===== config.mk =====
export PLATFORM = sky130hd
export DESIGN_NAME = kmms_digit_cmp
export DESIGN_NICKNAME = d
export VERILOG_FILES = /design/src/sv/kmms_pkg.sv /design/src/sv/kmms_digit_cmp.sv
export SDC_FILE = /design/constraint.sdc
export NUM_CORES = 1
export LEC_CHECK = 0
export BUFFER_PORTS_ARGS = -buffer_cell sky130_fd_sc_hd__buf_2
export CORE_MARGIN = 5
export CORE_UTILIZATION = 40
export CTS_CLUSTER_DIAMETER = 60
export CTS_CLUSTER_SIZE = 24
export DETAILED_ROUTE_END_ITERATION = 10
export SLEW_MARGIN = 25
export SYNTH_ARGS = -nofsm -noshare
export SYNTH_HDL_FRONTEND = slang
export SYNTH_SLANG_ARGS = --single-unit

===== constraint.sdc =====
create_clock -name clk -period 3.1 [get_ports clk]
set_input_delay 0.31 -clock clk [delete_from_list [all_inputs] [get_ports clk]]
set_output_delay 0.31 -clock clk [all_outputs]
set_load 0.02 [all_outputs]

===== src/sv/kmms_pkg.sv =====
// Shared constants, codes and types of the k-way merge selector.
package kmms_pkg;

    localparam int LANES_DEF     = 16;
    localparam int KEY_WORDS_DEF = 8;
    localparam int TAG_BITS_DEF  = 32;

    localparam int WORD_BITS   = 64;
    localparam int DIGIT_BITS  = 8;
    localparam int DIGITS      = WORD_BITS / DIGIT_BITS;
    localparam int DIGIT_CNT_W = $clog2(DIGITS);

    localparam logic [1:0] OP_WRITE   = 2'd0;
    localparam logic [1:0] OP_EXHAUST = 2'd1;
    localparam logic [1:0] OP_POP     = 2'd2;

    localparam logic [1:0] ST_SELECTED  = 2'd0;
    localparam logic [1:0] ST_EXHAUSTED = 2'd1;
    localparam logic [1:0] ST_WAITING   = 2'd2;

    typedef enum logic [2:0] {
        S_IDLE,
        S_FIND,
        S_RD,
        S_LD,
        S_SH,
        S_EVAL,
        S_DONE
    } state_t;

    typedef struct packed {
        logic clear;
        logic load;
        logic shift;
    } cmp_ctrl_t;

    typedef struct packed {
        logic decided;
        logic less;
    } cmp_stat_t;

endpackage


===== src/sv/kmms_digit_cmp.sv =====
// Digit-serial unsigned comparator with a sticky decision across key words.
module kmms_digit_cmp
    import kmms_pkg::*;
(
    input  logic                 clk,
    input  logic                 rst_n,
    input  cmp_ctrl_t            ctrl,
    input  logic [WORD_BITS-1:0] word_a,
    input  logic [WORD_BITS-1:0] word_b,
    output cmp_stat_t            stat
);

    logic [WORD_BITS-1:0]  a_sh_reg, a_sh_next;
    logic [WORD_BITS-1:0]  b_sh_reg, b_sh_next;
    logic                  decided_reg, decided_next;
    logic                  less_reg, less_next;
    logic [DIGIT_BITS-1:0] a_dig;
    logic [DIGIT_BITS-1:0] b_dig;

    assign a_dig = a_sh_reg[WORD_BITS-1 -: DIGIT_BITS];
    assign b_dig = b_sh_reg[WORD_BITS-1 -: DIGIT_BITS];

    always_comb
    begin
        a_sh_next    = a_sh_reg;
        b_sh_next    = b_sh_reg;
        decided_next = decided_reg;
        less_next    = less_reg;
        if (ctrl.clear)
        begin
            decided_next = 1'b0;
            less_next    = 1'b0;
        end
        if (ctrl.load)
        begin
            a_sh_next = word_a;
            b_sh_next = word_b;
        end
        else if (ctrl.shift)
        begin
            // first differing digit, most significant first, settles the order
            if (!decided_reg && (a_dig != b_dig))
            begin
                decided_next = 1'b1;
                less_next    = (a_dig < b_dig);
            end
            a_sh_next = {a_sh_reg[WORD_BITS-DIGIT_BITS-1:0], {DIGIT_BITS{1'b0}}};
            b_sh_next = {b_sh_reg[WORD_BITS-DIGIT_BITS-1:0], {DIGIT_BITS{1'b0}}};
        end
    end

    always_ff @(posedge clk)
    begin
        a_sh_reg <= a_sh_next;
        b_sh_reg <= b_sh_next;
    end

    always_ff @(posedge clk or negedge rst_n)
    begin
        if (!rst_n)
        begin
            decided_reg <= 1'b0;
            less_reg    <= 1'b0;
        end
        else
        begin
            decided_reg <= decided_next;
            less_reg    <= less_next;
        end
    end

    assign stat.decided = decided_reg;
    assign stat.less    = less_reg;

endmodule

==> impl_metrics.toml <==
[outcome]
outcome = "finished, final reports clean"

[setup_path]
crit_fanout = 2
start_kind = "register"
required_ns = 3.41
cp-end-kind = "register"
crit_type = "register to register"
critPathArrivalTime_ns = 1.77

[detailed_routing]
detail-route-antenna-nets = 0
drt_first_pass_iters = 4
routed_wl_mm = 10.2
drc = 0
via_per_inst = 4.66
vias = 3004
wl_per_cell_um = 15.8
dr.first_iter.drc_count = 180

[timing]
period_minus_slack_ns = 1.46
finalSetupViolations = 0
worst_slack_ns = 1.64
maxSlewHeadroom_pct = 56.5
clock.fmax_ghz = 0.685
period_share_pct = 47.1
fin_setup_tns_ns = 0
finalHoldViolCount = 0
rsz0062_at_grt = "no"
tightest_slew_ns = 0.653
fin_hold_ws_ns = 0.111
finClkSkew_ns = 0.00666
report.final.slew_viol_count = 0

[final_layout]
drive_above_1_share_pct = 60.0
area.growth.synth_to_final_pct = 25.5
fin_util_pct = 51.1
final_net_count = 591
regArea_mm2 = 0.00389
fill_cells = 1169
multi_input_area_mm2 = 0.00156
fin_area_mm2 = 0.00707
final_cells = 644

[synth]
synth_commonest_cells = "128 x edfxtp_1, 112 x mux2_2, 16 x and2_1"
synth_cells = 307
post_synth.cell_area_avg_um2 = 18.3
synth_area_mm2 = 0.00563
ys_types = 19
synth_ff_type = "edfxtp_1"
synth_edf_count = 128
synth.largest_area_cell = "edfxtp_1"
async_reset_ff_share_pct = 1.54
yosysTopAreaCellShare_pct = 68.3
synth.most_common_cell = "edfxtp_1"
ys_ff_latch = 130
yosysSeqAreaShare_pct = 69.1
syn_nets = 448
netlist_top_cells_area = "edfxtp_1 68%, mux2_2 22%, buf_6 2.0%"
yosys_warnings = 0

[global_route]
overflow = 0
gr-usage-all-layers_pct = 13.0
grt_pass1_vias = 3264
grt_pass1_wl_mm = 16.3
antenna_found_initial = 5
grt_max_degree = 130

[power]
powerDensity_mw_per_mm2 = 651
power_mw = 4.60
p_leak_nw = 2.82
ir_drop_v = 0.000411

[floorplanning]
initial_core_util_pct = 40.7
die_h_um = 129
rows = 43
die_w_um = 129
boundaryPins = 135
core_mm2 = 0.0138
dieArea_mm2 = 0.0166

[clock_tree]
clkTransAtPathRegs_ns = 0.05
clock_path_buffers = 2
cts_setup_buffers = 0
cts_buffers = 17
root_buffer = "clkbuf_16"
cts_tree = "done"
clk_latency_ns = 0.41
clkSinkCount = 130
htree_levels = 4

[worst_hold_path]
hold_class = "primary input to register"

[placement]
place_congestion = 0.745
dpl.hpwl_mm = 6.86
io_buffers = 134
place_area_mm2 = 0.00646
dp.cells = 610
preCtsSetupSlack_ns = 1.44

[flow_run]
max_cap_viol_count = 0
==> power by group <==
| group | internal [mW] | switching, mW |
|---|---|---|
| clock | 1.32 | 0.690 |
| combinational | 0.227 | 0.160 |
| sequential | 2.16 | 0.0461 |
==> cell type report <==
class                           count  area share [%]
Tap cell                          180            3.19
Sequential cell                   130            55.1
Clock buffer                       18            6.07
Clock inverter                     14            2.39
Inverter                            9           0.478
Antenna cell                        1          0.0354
Timing Repair Buffer              140            10.7
Multi-Input combinational cell    152            22.0
==> layout by cell type, fill, tap and decap left out, drive strengths merged <==
cell type / n
bufinv: 4
inv: 9
buf: 139
dfrtp: 2
diode: 1
nor2b: 1
edfxtp: 128
or2: 1
clkinvlp: 2
clkinv: 8
nand4: 2
clkbuf: 18
a21oi: 4
mux2: 112
o21ai: 2
nand3b: 1
and2: 16
o211ai: 2
nor2: 1
ha: 8
o31ai: 1
nand2: 1
dlygate4sd3: 1
==> what timing repair did <==
| action | in CTS | in global routing |
|---|---|---|
| hold buffers | 1 | 0 |
| resized for setup | 0 | 0 |
| hold endpoints to repair | 2 | 0 |
==> worst max-delay path, stage by stage, from the launching register on <==
cell and delay [ns]:
edfxtp_1 0.41, ha_1 0.33, nor2b_1 0.14, o211ai_1 0.16
a21oi_1 0.09, o31ai_1 0.25
==> final timing paths <==
kind                            slack, ns          end  cells past startpoint         start
worst max-delay path                 1.64     less_reg                      5  a_sh_reg[57]
worst min-delay path                 0.11  decided_reg                      2       ctrl[2]
worst max register to register       1.64     less_reg                      5  a_sh_reg[57]
worst min register to register       0.52     less_reg                      2      less_reg
max in group asynchronous            2.78  decided_reg                      2         rst_n
min in group asynchronous            0.22     less_reg                      2         rst_n
==> cell families after synthesis <==
group,after synthesis,synth area share [%]
simple gates,23,2.49
buf+inv,25,3.27
mux,112,22.4
compound gates,9,0.933
fa+ha+maj,8,1.78
flops,130,69.1
==> per-layer routing <==
metal	share of wire, %	track usage [%]	wire length (um)
met1	41	15.8	4170
met3	8.6	5.77	869
met5	0.53	0	54
met4	2.4	5.68	240
met2	47	20.2	4820
No activity file was read; power rests on OpenSTA's default activity.
